## src/rtl/core/lsbp_pkg.sv

```systemverilog
`default_nettype none

package lsbp_pkg;

  localparam int CodeFieldBits = 16;
  localparam int SymbolBits    = 8;
  localparam int ByteBits      = 8;
  localparam int PendBits      = ByteBits - 1;
  localparam int MaxCodeBits   = 16;
  localparam int CodeLimit     = (MaxCodeBits < CodeFieldBits) ? MaxCodeBits : CodeFieldBits;
  localparam int MaxBytes      = 3;
  localparam int AccBits       = PendBits + CodeFieldBits + SymbolBits;
  localparam int QueueDepth    = 2;

  typedef enum logic {
    CMD_APPEND = 1'b0,
    CMD_FLUSH  = 1'b1
  } cmd_t;

  typedef logic [1:0] byte_cnt_t;

  typedef struct packed {
    logic [MaxBytes*ByteBits-1:0] data;
    byte_cnt_t                    nbytes;
  } pack_entry_t;

endpackage

`default_nettype wire

```

## src/rtl/core/lsbp_if.sv

```systemverilog
`default_nettype none

interface lsbp_in_if;
  logic        valid;
  logic        ready;
  logic        command;
  logic [15:0] code_value;
  logic [7:0]  symbol_value;
  logic [4:0]  code_bits;

  modport source (output valid, output command, output code_value, output symbol_value,
                  output code_bits, input ready);
  modport sink   (input valid, input command, input code_value, input symbol_value,
                  input code_bits, output ready);
endinterface

interface lsbp_out_if;
  logic       valid;
  logic       ready;
  logic [7:0] out_byte;
  logic       last;

  modport source (output valid, output out_byte, output last, input ready);
  modport sink   (input valid, input out_byte, input last, output ready);
endinterface

`default_nettype wire

```

## src/rtl/core/lsb_first_code_symbol_packer_unit.sv

```systemverilog
// channel | dir | handshake         | payload
// in_ch   | in  | valid/ready       | command, code_value, symbol_value, code_bits
// out_ch  | out | valid/ready       | out_byte, last
//
// an item is taken whenever the two-entry queue has room; the front
// merges it with the pending bits and queues 0 to 3 completed bytes
// the back sends one byte per cycle from a register while out_ch.ready is high, so a pair
// yields 1 to 3 bytes; a sustained stream runs at the byte rate of the output port
// synchronous active-low reset clears the pending bits, the queue and the back stage
// a stalled output fills the queue, after which in_ch.ready drops
`default_nettype none

module lsb_first_code_symbol_packer_unit (
  input  logic        clk,
  input  logic        rst_n,
  lsbp_in_if.sink     in_ch,
  lsbp_out_if.source  out_ch
);
  import lsbp_pkg::*;

  logic        push_valid;
  pack_entry_t push_entry;
  logic        q_full;
  logic        pop;
  logic        head_valid;
  pack_entry_t head_entry;

  lsbp_front u_front (
    .clk        (clk),
    .rst_n      (rst_n),
    .in_ch      (in_ch),
    .push_valid (push_valid),
    .push_entry (push_entry),
    .q_full     (q_full)
  );

  lsbp_queue u_queue (
    .clk        (clk),
    .rst_n      (rst_n),
    .push       (push_valid),
    .push_entry (push_entry),
    .full       (q_full),
    .pop        (pop),
    .head_valid (head_valid),
    .head_entry (head_entry)
  );

  lsbp_back u_back (
    .clk        (clk),
    .rst_n      (rst_n),
    .head_valid (head_valid),
    .head_entry (head_entry),
    .pop        (pop),
    .out_ch     (out_ch)
  );

endmodule

`default_nettype wire

```

## src/rtl/core/lsbp_front.sv

```systemverilog
`default_nettype none

module lsbp_front (
  input  logic                 clk,
  input  logic                 rst_n,
  lsbp_in_if.sink              in_ch,
  output logic                 push_valid,
  output lsbp_pkg::pack_entry_t push_entry,
  input  logic                 q_full
);
  import lsbp_pkg::*;

  logic [PendBits-1:0]      pend_bits_r, pend_bits_nxt;
  logic [2:0]               pend_cnt_r, pend_cnt_nxt;
  logic                     accept;
  logic [4:0]               nbits;
  logic [CodeFieldBits:0]   mask_w;
  logic [CodeFieldBits-1:0] code_m;
  logic [4:0]               total;
  logic [4:0]               total8;
  logic [AccBits-1:0]       acc;
  logic [AccBits-1:0]       rest;
  byte_cnt_t                nb;

  assign in_ch.ready = !q_full;
  assign accept      = in_ch.valid && !q_full;

  always_comb begin
    nbits  = (in_ch.code_bits > 5'(CodeLimit)) ? 5'(CodeLimit) : in_ch.code_bits;
    mask_w = ((CodeFieldBits+1)'(1) << nbits) - (CodeFieldBits+1)'(1);
    code_m = in_ch.code_value & mask_w[CodeFieldBits-1:0];
    total  = 5'(pend_cnt_r) + nbits;
    acc    = AccBits'(pend_bits_r)
           | (AccBits'(code_m) << pend_cnt_r)
           | (AccBits'(in_ch.symbol_value) << total);
    total8 = total + 5'(SymbolBits);
    // whole bytes completed by this pair
    nb     = total8[4:3];
    rest   = acc >> {nb, 3'b000};

    push_valid    = 1'b0;
    push_entry    = '0;
    pend_bits_nxt = pend_bits_r;
    pend_cnt_nxt  = pend_cnt_r;
    if (accept) begin
      if (in_ch.command == CMD_FLUSH) begin
        if (pend_cnt_r != 3'd0) begin
          push_valid        = 1'b1;
          push_entry.data   = (MaxBytes*ByteBits)'(pend_bits_r);
          push_entry.nbytes = 2'd1;
        end
        pend_bits_nxt = '0;
        pend_cnt_nxt  = 3'd0;
      end else begin
        push_valid        = (nb != 2'd0);
        push_entry.data   = acc[MaxBytes*ByteBits-1:0];
        push_entry.nbytes = nb;
        pend_bits_nxt     = rest[PendBits-1:0];
        pend_cnt_nxt      = total8[2:0];
      end
    end
  end

  always_ff @(posedge clk) begin
    if (!rst_n) begin
      pend_bits_r <= '0;
      pend_cnt_r  <= 3'd0;
    end else begin
      pend_bits_r <= pend_bits_nxt;
      pend_cnt_r  <= pend_cnt_nxt;
    end
  end

endmodule

`default_nettype wire

```

## src/rtl/core/lsbp_queue.sv

```systemverilog
`default_nettype none

module lsbp_queue (
  input  logic                  clk,
  input  logic                  rst_n,
  input  logic                  push,
  input  lsbp_pkg::pack_entry_t push_entry,
  output logic                  full,
  input  logic                  pop,
  output logic                  head_valid,
  output lsbp_pkg::pack_entry_t head_entry
);
  import lsbp_pkg::*;

  localparam int PtrW = (QueueDepth > 1) ? $clog2(QueueDepth) : 1;
  localparam int CntW = $clog2(QueueDepth + 1);

  pack_entry_t     mem_r [QueueDepth];
  logic [PtrW-1:0] wr_ptr_r, wr_ptr_nxt;
  logic [PtrW-1:0] rd_ptr_r, rd_ptr_nxt;
  logic [CntW-1:0] cnt_r, cnt_nxt;
  logic            do_push, do_pop;

  assign full       = (cnt_r == CntW'(QueueDepth));
  assign head_valid = (cnt_r != '0);
  assign head_entry = mem_r[rd_ptr_r];
  assign do_push    = push && !full;
  assign do_pop     = pop && head_valid;

  always_comb begin
    wr_ptr_nxt = wr_ptr_r;
    rd_ptr_nxt = rd_ptr_r;
    cnt_nxt    = cnt_r;
    if (do_push) begin
      wr_ptr_nxt = (wr_ptr_r == PtrW'(QueueDepth - 1)) ? '0 : wr_ptr_r + PtrW'(1);
    end
    if (do_pop) begin
      rd_ptr_nxt = (rd_ptr_r == PtrW'(QueueDepth - 1)) ? '0 : rd_ptr_r + PtrW'(1);
    end
    if (do_push && !do_pop) begin
      cnt_nxt = cnt_r + CntW'(1);
    end else if (do_pop && !do_push) begin
      cnt_nxt = cnt_r - CntW'(1);
    end
  end

  always_ff @(posedge clk) begin
    if (do_push) begin
      mem_r[wr_ptr_r] <= push_entry;
    end
  end

  always_ff @(posedge clk) begin
    if (!rst_n) begin
      wr_ptr_r <= '0;
      rd_ptr_r <= '0;
      cnt_r    <= '0;
    end else begin
      wr_ptr_r <= wr_ptr_nxt;
      rd_ptr_r <= rd_ptr_nxt;
      cnt_r    <= cnt_nxt;
    end
  end

endmodule

`default_nettype wire

```

## src/rtl/core/lsbp_back.sv

```systemverilog
`default_nettype none

module lsbp_back (
  input  logic                  clk,
  input  logic                  rst_n,
  input  logic                  head_valid,
  input  lsbp_pkg::pack_entry_t head_entry,
  output logic                  pop,
  lsbp_out_if.source            out_ch
);
  import lsbp_pkg::*;

  logic                         busy_r, busy_nxt;
  logic [MaxBytes*ByteBits-1:0] data_r, data_nxt;
  byte_cnt_t                    cnt_r, cnt_nxt;
  logic                         take;
  logic                         free;

  assign out_ch.valid    = busy_r;
  assign out_ch.out_byte = data_r[ByteBits-1:0];
  assign out_ch.last     = (cnt_r == 2'd1);

  assign take = busy_r && out_ch.ready;
  // slot frees when idle or when the final byte of the item leaves
  assign free = !busy_r || (take && cnt_r == 2'd1);
  assign pop  = free && head_valid;

  always_comb begin
    busy_nxt = busy_r;
    data_nxt = data_r;
    cnt_nxt  = cnt_r;
    if (pop) begin
      busy_nxt = 1'b1;
      data_nxt = head_entry.data;
      cnt_nxt  = head_entry.nbytes;
    end else if (free) begin
      busy_nxt = 1'b0;
      cnt_nxt  = 2'd0;
    end else if (take) begin
      data_nxt = data_r >> ByteBits;
      cnt_nxt  = cnt_r - 2'd1;
    end
  end

  always_ff @(posedge clk) begin
    data_r <= data_nxt;
  end

  always_ff @(posedge clk) begin
    if (!rst_n) begin
      busy_r <= 1'b0;
      cnt_r  <= 2'd0;
    end else begin
      busy_r <= busy_nxt;
      cnt_r  <= cnt_nxt;
    end
  end

endmodule

`default_nettype wire

```

## src/flat_wrapper.sv

```systemverilog
// flat-port wrapper written by rule: the top's interface ports become plain ports
module lsb_first_code_symbol_packer_unit_flat import lsbp_pkg::*;
  (clk, rst_n, in_ch_valid, in_ch_command, in_ch_code_value, in_ch_symbol_value, in_ch_code_bits, in_ch_ready, out_ch_valid, out_ch_out_byte, out_ch_last, out_ch_ready);
  lsbp_in_if in_ch_i ();
  lsbp_out_if out_ch_i ();
  input  logic clk;
  input  logic rst_n;
  input wire logic [$bits(in_ch_i.valid)-1:0] in_ch_valid;
  input wire logic [$bits(in_ch_i.command)-1:0] in_ch_command;
  input wire logic [$bits(in_ch_i.code_value)-1:0] in_ch_code_value;
  input wire logic [$bits(in_ch_i.symbol_value)-1:0] in_ch_symbol_value;
  input wire logic [$bits(in_ch_i.code_bits)-1:0] in_ch_code_bits;
  output wire logic [$bits(in_ch_i.ready)-1:0] in_ch_ready;
  output wire logic [$bits(out_ch_i.valid)-1:0] out_ch_valid;
  output wire logic [$bits(out_ch_i.out_byte)-1:0] out_ch_out_byte;
  output wire logic [$bits(out_ch_i.last)-1:0] out_ch_last;
  input wire logic [$bits(out_ch_i.ready)-1:0] out_ch_ready;
  assign in_ch_i.valid = in_ch_valid;
  assign in_ch_i.command = in_ch_command;
  assign in_ch_i.code_value = in_ch_code_value;
  assign in_ch_i.symbol_value = in_ch_symbol_value;
  assign in_ch_i.code_bits = in_ch_code_bits;
  assign in_ch_ready = in_ch_i.ready;
  assign out_ch_valid = out_ch_i.valid;
  assign out_ch_out_byte = out_ch_i.out_byte;
  assign out_ch_last = out_ch_i.last;
  assign out_ch_i.ready = out_ch_ready;
  lsb_first_code_symbol_packer_unit u_core (.clk(clk), .rst_n(rst_n), .in_ch(in_ch_i), .out_ch(out_ch_i));
endmodule
```

## config.mk

```make
export PLATFORM = sky130hd
export DESIGN_NAME = lsb_first_code_symbol_packer_unit_flat
export DESIGN_NICKNAME = d
export VERILOG_FILES = /design/src/rtl/core/lsbp_pkg.sv /design/src/rtl/core/lsbp_if.sv /design/src/rtl/core/lsb_first_code_symbol_packer_unit.sv /design/src/rtl/core/lsbp_front.sv /design/src/rtl/core/lsbp_queue.sv /design/src/rtl/core/lsbp_back.sv /design/src/flat_wrapper.sv
export SDC_FILE = /design/constraint.sdc
export NUM_CORES = 1
export LEC_CHECK = 0
export BUFFER_PORTS_ARGS = -buffer_cell sky130_fd_sc_hd__buf_2
export CAP_MARGIN = 5
export CORE_ASPECT_RATIO = 1.4
export CORE_MARGIN = 8
export CORE_UTILIZATION = 40
export CTS_BUF_LIST = sky130_fd_sc_hd__clkbuf_8
export CTS_CLUSTER_DIAMETER = 200
export DETAILED_ROUTE_END_ITERATION = 12
export HOLD_SLACK_MARGIN = 0.03
export PLACE_DENSITY = 0.62
export RECOVER_POWER = 50
export SYNTH_ARGS = -nofsm -noshare
export SYNTH_HDL_FRONTEND = slang
export SYNTH_SLANG_ARGS = --single-unit
```

## constraint.sdc

```tcl
create_clock -name clk -period 5.5 [get_ports clk]
set_input_delay 0.825 -clock clk [delete_from_list [all_inputs] [get_ports clk]]
set_output_delay 0.825 -clock clk [all_outputs]
set_load 0.03 [all_outputs]
```

# Yosys cells after proc, flatten, opt, wreduce, memory -nomap -nowiden
# Memories as Yosys holds them, arrays and structs flattened. A register that Yosys moved wholly into a read port is not among the register bits.
# Index checks and enable logic that the tools add are counted.
# totals
ff_bits	41
ramBits	52
inputBits	34
out_inout_bits	11
wordCells	74
n_memories	1
# op_classes
addsub	8
magnitude_cmp	1
n_eq_ne	3
shifts	4
muxes	25
n_bitwise	3
reduce_logical	21
# mem_list
name	depth	word_bits	read_ports	rd_ports_with_merged_regs	write_ports	line_no	text
u_core.u_queue.mem_r	2	26	1	1	1	lsbp_queue.sv:18	pack_entry_t mem_r [QueueDepth];
# ops
operator	n
2-to-1 mux 24 bit	3
2-to-1 mux 26 bit	2
bitwise OR 31 bit	1
bitwise OR 7 x 31 -> 31 bit	1
<< shifter 16 x 3 -> 31 bit	1
<< shifter 8 x 5 -> 31 bit	1
right shift 31 x 5 -> 7 bit	1
AND 16 bit	1
<< shifter 1 x 5 -> 16 bit, first input constant	1
subtractor 16 x 2 -> 16 bit, second input constant	1
2-to-1 mux 1 bit	11
2-to-1 mux 2 bit	5
nonzero test 2 bit	5
2-to-1 mux 9 bit	1
logical AND 1 bit	8
2-to-1 mux 7 bit	1
nonzero test 3 bit	2
adder 3 x 5 -> 5 bit	1
adder 5 x 4 -> 5 bit, second input constant	1
> comparator 5 bit, second input constant	1
2-to-1 mux 5 bit	1
zero test 1 bit	4
subtractor 2 x 1 -> 2 bit, second input constant	2
2-to-1 mux 3 bit	1
other kinds (7)	8

# Logic depth before layout (Yosys ltp)
# depth
ltp_word	12
depth_mapped	16
ltp_nobuf	13

# Hierarchy
# Synthesis repeated with hierarchy kept, for this count alone.
# hier_totals
hier_cells	636
area_unflattened_um2	6381.1
# by_module_without_submodules
module	n_inst	cells_each	area_each_um2	seq_area_each_um2
lsbp_front	1	446	2981.6	200.2
lsbp_queue	1	106	2110.8	1661.6
lsbp_back	1	84	1288.7	780.7

# Least setup slack after synthesis
# Ideal clock, no wire load.
# synth_path
path_kind	input to register
start	input in_ch_code_bits[2]
end	memory u_core.u_queue.mem_r[0][0] in the netlist's numbering, enable pin
setup_time_ps	412
t_arrival_ps	4312
setup_slack_ps	776
path_stages	13
n_path_buf	4
cell_sequence	clkbuf_1 -> clkbuf_1 -> nor2b_1 -> ha_1 -> o21ai_0 -> and3_1 -> or2_2 -> buf_2 -> inv_2 -> buf_2 -> ha_1 -> a21oi_1 -> nor2b_1
# synth_via
elab_chain_len	10
# synth_rtl
item	line_no	text
start, declared	flat_wrapper.sv:12	input wire logic [$bits(in_ch_i.code_bits)-1:0] in_ch_code_bits;
> comparator 5 bit	lsbp_front.sv:29	nbits = (in_ch.code_bits > 5'(CodeLimit)) ? 5'(CodeLimit) : in_ch.code_bits;
2-to-1 mux 5 bit *	lsbp_front.sv:29	
adder 3 x 5 -> 5 bit *	lsbp_front.sv:32	total = 5'(pend_cnt_r) + nbits;
adder 5 x 4 -> 5 bit *	lsbp_front.sv:36	total8 = total + 5'(SymbolBits);
nonzero test 2 bit *	lsbp_front.sv:55	push_valid = (nb != 2'd0);
2-to-1 mux 1 bit *	lsbp_front.sv:46	if (in_ch.command == CMD_FLUSH) begin
2-to-1 mux 1 bit *	lsbp_front.sv:45	if (accept) begin
logical AND 1 bit *	lsbp_queue.sv:27	assign do_push = push && !full;
via u_core.u_queue.do_push	lsbp_queue.sv:22	logic do_push, do_pop;
2-to-1 mux 1 bit *	lsbp_queue.sv:48	if (do_push) begin
2-to-1 mux 1 bit (not written as such) *	lsbp_queue.sv:49	mem_r[wr_ptr_r] <= push_entry;
end, declared	lsbp_queue.sv:18	
# The timed path passes the listed nets; every way through them passes the cells marked *.

# Final worst setup path
# layout_path
start	input in_ch_code_bits[1]
end	register u_core.u_front.pend_bits_r[0]
# layout_via
elab_chain_len	10
word_cells_on_any_way	13
# layout_rtl
item	line_no	text
> comparator 5 bit	lsbp_front.sv:29	
2-to-1 mux 5 bit *	lsbp_front.sv:29	
<< shifter 1 x 5 -> 16 bit	lsbp_front.sv:30	mask_w = ((CodeFieldBits+1)'(1) << nbits) - (CodeFieldBits+1)'(1);
subtractor 16 x 2 -> 16 bit	lsbp_front.sv:30	
AND 16 bit	lsbp_front.sv:31	code_m = in_ch.code_value & mask_w[CodeFieldBits-1:0];
<< shifter 16 x 3 -> 31 bit	lsbp_front.sv:34	| (AccBits'(code_m) << pend_cnt_r)
bitwise OR 7 x 31 -> 31 bit	lsbp_front.sv:34	
bitwise OR 31 bit	lsbp_front.sv:35	| (AccBits'(in_ch.symbol_value) << total);
right shift 31 x 5 -> 7 bit *	lsbp_front.sv:39	rest = acc >> {nb, 3'b000};
2-to-1 mux 7 bit *	lsbp_front.sv:46	
end signal, assigned	lsbp_front.sv:69	pend_bits_r <= pend_bits_nxt;
end, declared	lsbp_front.sv:13	logic [PendBits-1:0] pend_bits_r, pend_bits_nxt;
# Mark *: on every way between the ends. The rest lies on a longest branch, timed or not.
# A chain may end at the register's enable or synchronous reset.

==> impl_results.rst <==
.. list-table::
   :header-rows: 1

   * - Metric
     - Value
   * - Run status
     - finished with violations
   * - Violations in the final reports
     - max-capacitance violations, max-slew violations
   * - Measured slew at the worst slew-check pin
     - 1.85 ns
   * - Setup Fix Bufs, Post-CTS
     - 0
   * - Max incr delay on CP
     - 0.60 ns
   * - Cell types with the highest counts after synthesis
     - sky130_fd_sc_hd__edfxtp_1, sky130_fd_sc_hd__nand2_1, sky130_fd_sc_hd__nor2_1
   * - Wirelength, routed
     - 17.2 mm
   * - Critical path class
     - in -> reg
   * - Crit Path Max Fanout
     - 21
   * - Number of enable flip-flop cells after synthesis
     - 76
   * - CTS buffer count
     - 9
   * - Hold path startpoint
     - u_core.u_front.pend_bits_r[2]
   * - Number of nets with antenna violations after detailed routing
     - 0
   * - Global placement routability congestion
     - 1.07
   * - Arrival time at the worst endpoint
     - 4.70 ns
   * - Most area-hungry cell type in the Yosys netlist
     - sky130_fd_sc_hd__edfxtp_1
   * - Finished Cell Area
     - 6480 um2
   * - Most area-consuming cells after synthesis
     - sky130_fd_sc_hd__edfxtp_1, sky130_fd_sc_hd__mux2i_1, sky130_fd_sc_hd__dfxtp_1
   * - Area share of fa/ha/maj cells after synthesis
     - 1.59%
   * - Pin count of the biggest net entering global routing
     - 44
   * - Ratio of total power to cell area
     - 362 nW/um2
   * - Buffer type at the clock tree root
     - sky130_fd_sc_hd__clkbuf_8
   * - CTS hold repair buffers
     - 0
   * - Synth Area in Simple Gates
     - 15.4%
   * - Primary FF master, synth
     - sky130_fd_sc_hd__edfxtp_1
   * - Number of unique standard cell types used by synthesis
     - 79
   * - Area growth from synthesis to layout
     - 8.14%
   * - Detailed-route vias per instance
     - 5.96
   * - Path class of the lowest-slack min-delay path
     - reg -> reg
   * - Time the worst path needs with I/O delays and setup
     - 4.44 ns
   * - # Max-Cap Violations
     - 3
   * - Count of routing violations after the opening detailed-route iteration
     - 373
   * - Antenna diodes
     - 0
   * - Overall power after layout
     - 2.35 mW
   * - Worst R2R Start
     - u_core.u_front.pend_cnt_r[0]
   * - Count of standard-cell rows
     - 53
   * - Cell depth of the worst flop-to-flop path
     - 9
   * - Number of filler instances in the final layout
     - 1497
   * - Hold Vio Cnt, Final
     - 0
   * - Starting density of the core
     - 40.3%
   * - Clock insertion delay at the later pin of the skew report
     - 0.35 ns
   * - Setup repair after global routing missed its margin
     - false
   * - CP Cell Sequence
     - clkbuf_1, nor2b_1, ha_1, and4b_1, o21ai_0, a21oi_1, or2_2, inv_1, ha_1, inv_1, o21ai_0, o21ba_2, o211ai_1, a32o_1
   * - Reg-to-reg slack, setup
     - 1.40 ns
   * - Yosys warning total
     - 0
   * - Deepest level of the CTS H-tree
     - 3
   * - Multiplexer area fraction after synthesis
     - 9.14%
   * - Max Root-Sink Buffers
     - 2
   * - Detailed-placement wirelength estimate
     - 13.2 mm
   * - Clock sink count
     - 94
   * - Master of the slowest instance on the critical path
     - sky130_fd_sc_hd__clkbuf_1
   * - Worst vdd rail ir drop
     - 0.203 mV
   * - Average cell area after synthesis
     - 9.67 um2
   * - XOR/XNOR Fraction of Synth Area
     - 1.63%
   * - Pleak
     - 2.25 nW
   * - Post-Layout Cell Count
     - 842
   * - Num ports
     - 45
   * - Number of gates resized after cts
     - 0
   * - Max-slew violations
     - 87
   * - Post-placement cell area
     - 6360 um2
   * - Via count of the first global-routing pass
     - 4929
   * - Register bit count reported by yosys
     - 94
   * - Achievable frequency
     - 225 MHz
   * - Die H
     - 161 um
   * - Overall via count from detail_route
     - 5016
   * - 1st-pass router iterations
     - 5
   * - Aggregate negative setup slack
     - 0 ns
   * - Final net count
     - 686
   * - Kind of start point of the critical path
     - input port
   * - Clock transition at the register clock pins on the worst setup and hold paths after CTS
     - 0.09 ns
   * - Share of the cycle needed by the critical path after routing
     - 80.8%
   * - Synth top area share
     - 38.1%
   * - Required time of the worst setup path
     - 5.75 ns
   * - Layout Utilization
     - 43.6%
   * - TritonCTS clock tree
     - yes
   * - Worst-case headroom to the max-slew limit
     - -23.5%
   * - Remaining design rule violation count
     - 0
   * - Worst Hold Path Cells
     - 1
   * - Share of the synthesized area in compound gates (AO/OA/AOI/OAI)
     - 23.1%
   * - Input/output buffers
     - 44
   * - Core Area
     - 14900 um2
   * - Smallest setup slack after layout
     - 1.06 ns
   * - Final setup fails
     - 0
   * - Most common cell in the netlist
     - sky130_fd_sc_hd__edfxtp_1
   * - Combined area of all synthesized cells
     - 5990 um2
   * - Wire length of the first global-routing pass
     - 27.3 mm
   * - Mean routed wirelength per cell
     - 20.5 um
   * - Area of the die
     - 19200 um2
   * - Seq/Total Area, Yosys
     - 44.1%
   * - Kind of cell adding the most delay to the critical path
     - compound AO/OA/AOI/OAI gates
   * - Number of antenna violations at the first check in global routing
     - 0
   * - Die W
     - 119 um
   * - Destination of the worst register-to-register timing path
     - u_core.u_queue.mem_r[1][6]
   * - Dominant combinational cell family by area after synthesis
     - compound AO/OA/AOI/OAI gates
   * - Number of buffer and inverter instances along the worst setup path
     - 3
   * - Cell count after placement
     - 826
   * - Critical Path End Type
     - flip-flop
   * - Total grt overflow
     - 0
   * - Worst clock skew on the final layout
     - 0.0118 ns
   * - GRT Overall Usage
     - 17.9%
   * - DP Worst Slack
     - 1.05 ns
   * - Syn nets
     - 661
   * - Tightest hold margin
     - 0.475 ns
   * - Hold Path End
     - u_core.u_front.pend_bits_r[2]
   * - Share of cells above drive strength 1
     - 12.9%
   * - Synthesized instance count
     - 620
   * - Share of flip-flops with an asynchronous set or reset
     - 0%
==> cells by family after synthesis <==
logic type,Yosys count
fa+ha+maj,7
xor+xnor,9
mux,49
compound gates,199
simple gates,194
buf+inv,68
flops,94
==> report_power, final <==
group / total [mW] / leakage [nW] / internal, mW / switching [mW]
combinational: 0.888 / 1.29 / 0.300 / 0.588
clock: 0.401 / 0.0923 / 0.172 / 0.228
sequential: 1.06 / 0.871 / 1.00 / 0.0550
==> final cells by class <==
cell class	instances	area [um2]	area share [%]
inverter	22	82.6	1.27
multi-input combinational	458	3040	46.9
timing repair buffer	60	309	4.77
clock inverter	6	32.5	0.502
clock buffer	10	138	2.12
tap	192	240	3.71
sequential	94	2640	40.8
==> sequential cells by signal (all words and copies together) (netlist names), named ones only <==
| name | flops |
|---|---|
| u_core.u_back.cnt_r | 2 |
| u_core.u_back.data_r | 24 |
| u_core.u_back.out_ch.valid | 1 |
| u_core.u_front.pend_bits_r | 7 |
| u_core.u_front.pend_cnt_r | 3 |
| u_core.u_queue.cnt_r | 2 |
| u_core.u_queue.mem_r | 52 |
| u_core.u_queue.rd_ptr_r | 1 |
| u_core.u_queue.wr_ptr_r | 1 |
==> cells in the final DEF, fill, tap and decap left out, types with 4 or more instances in the layout <==
master                       n
sky130_fd_sc_hd__ha_1        6
sky130_fd_sc_hd__dfxtp_1    18
sky130_fd_sc_hd__o21a_1      7
sky130_fd_sc_hd__mux2i_1    39
sky130_fd_sc_hd__and3_1      5
sky130_fd_sc_hd__nand3_1    10
sky130_fd_sc_hd__a2bb2oi_1   4
sky130_fd_sc_hd__o211ai_1   11
sky130_fd_sc_hd__inv_1      20
sky130_fd_sc_hd__nor3_1     12
sky130_fd_sc_hd__mux4_2      4
sky130_fd_sc_hd__o31a_1      5
sky130_fd_sc_hd__o22ai_1     7
sky130_fd_sc_hd__a221oi_1    5
sky130_fd_sc_hd__clkbuf_8   10
sky130_fd_sc_hd__a22oi_1     4
sky130_fd_sc_hd__and2_1      7
sky130_fd_sc_hd__clkbuf_1   17
sky130_fd_sc_hd__buf_2      31
sky130_fd_sc_hd__nor2b_1     7
sky130_fd_sc_hd__clkinv_1    5
sky130_fd_sc_hd__nor2_1     58
sky130_fd_sc_hd__or3_1       4
sky130_fd_sc_hd__xnor2_1     5
sky130_fd_sc_hd__o221a_2     4
sky130_fd_sc_hd__o21ai_0    45
sky130_fd_sc_hd__edfxtp_1   76
sky130_fd_sc_hd__a21oi_1    39
sky130_fd_sc_hd__mux2_2      5
sky130_fd_sc_hd__a21o_1      7
sky130_fd_sc_hd__nand2b_1    6
sky130_fd_sc_hd__buf_4      12
sky130_fd_sc_hd__a31oi_1     6
sky130_fd_sc_hd__a211oi_1    8
sky130_fd_sc_hd__xor2_1      4
sky130_fd_sc_hd__nand2_1    62
==> worst max-delay path by stage <==
stage / from / endpoint / slack [ns] / cells after the start
after floorplan: in_ch_code_bits[2] / u_core.u_queue.mem_r[0][0] / 0.78 / 13
after global placement: in_ch_code_bits[4] / u_core.u_front.pend_bits_r[0] / 1.02 / 14
after detailed placement: in_ch_code_bits[4] / u_core.u_front.pend_bits_r[2] / 1.05 / 14
after CTS: in_ch_code_bits[4] / u_core.u_front.pend_bits_r[2] / 1.42 / 14
after global routing: in_ch_code_bits[1] / u_core.u_front.pend_bits_r[5] / 0.71 / 14
final: in_ch_code_bits[1] / u_core.u_front.pend_bits_r[0] / 1.06 / 14
==> worst register-to-register path, stage by stage, from the launching register on <==
cell                       delay [ns]
sky130_fd_sc_hd__dfxtp_1         0.32
sky130_fd_sc_hd__buf_4           0.27
sky130_fd_sc_hd__inv_1           0.07
sky130_fd_sc_hd__buf_4           0.20
sky130_fd_sc_hd__xnor2_1         1.37
sky130_fd_sc_hd__mux2i_1         0.35
sky130_fd_sc_hd__mux2_2          0.36
sky130_fd_sc_hd__o22ai_1         0.48
sky130_fd_sc_hd__nand2_1         0.10
sky130_fd_sc_hd__a221oi_1        0.36
==> layer usage <==
metal	vias to the layer above	share of wire (%)	track usage (%)
li1	2384	-	-
met1	2402	39	19.7
met2	172	51	31.0
met3	58	4.1	2.46
met4	0	6.5	13.0
met5	-	0	0
Power figures use the tool's default switching activity.
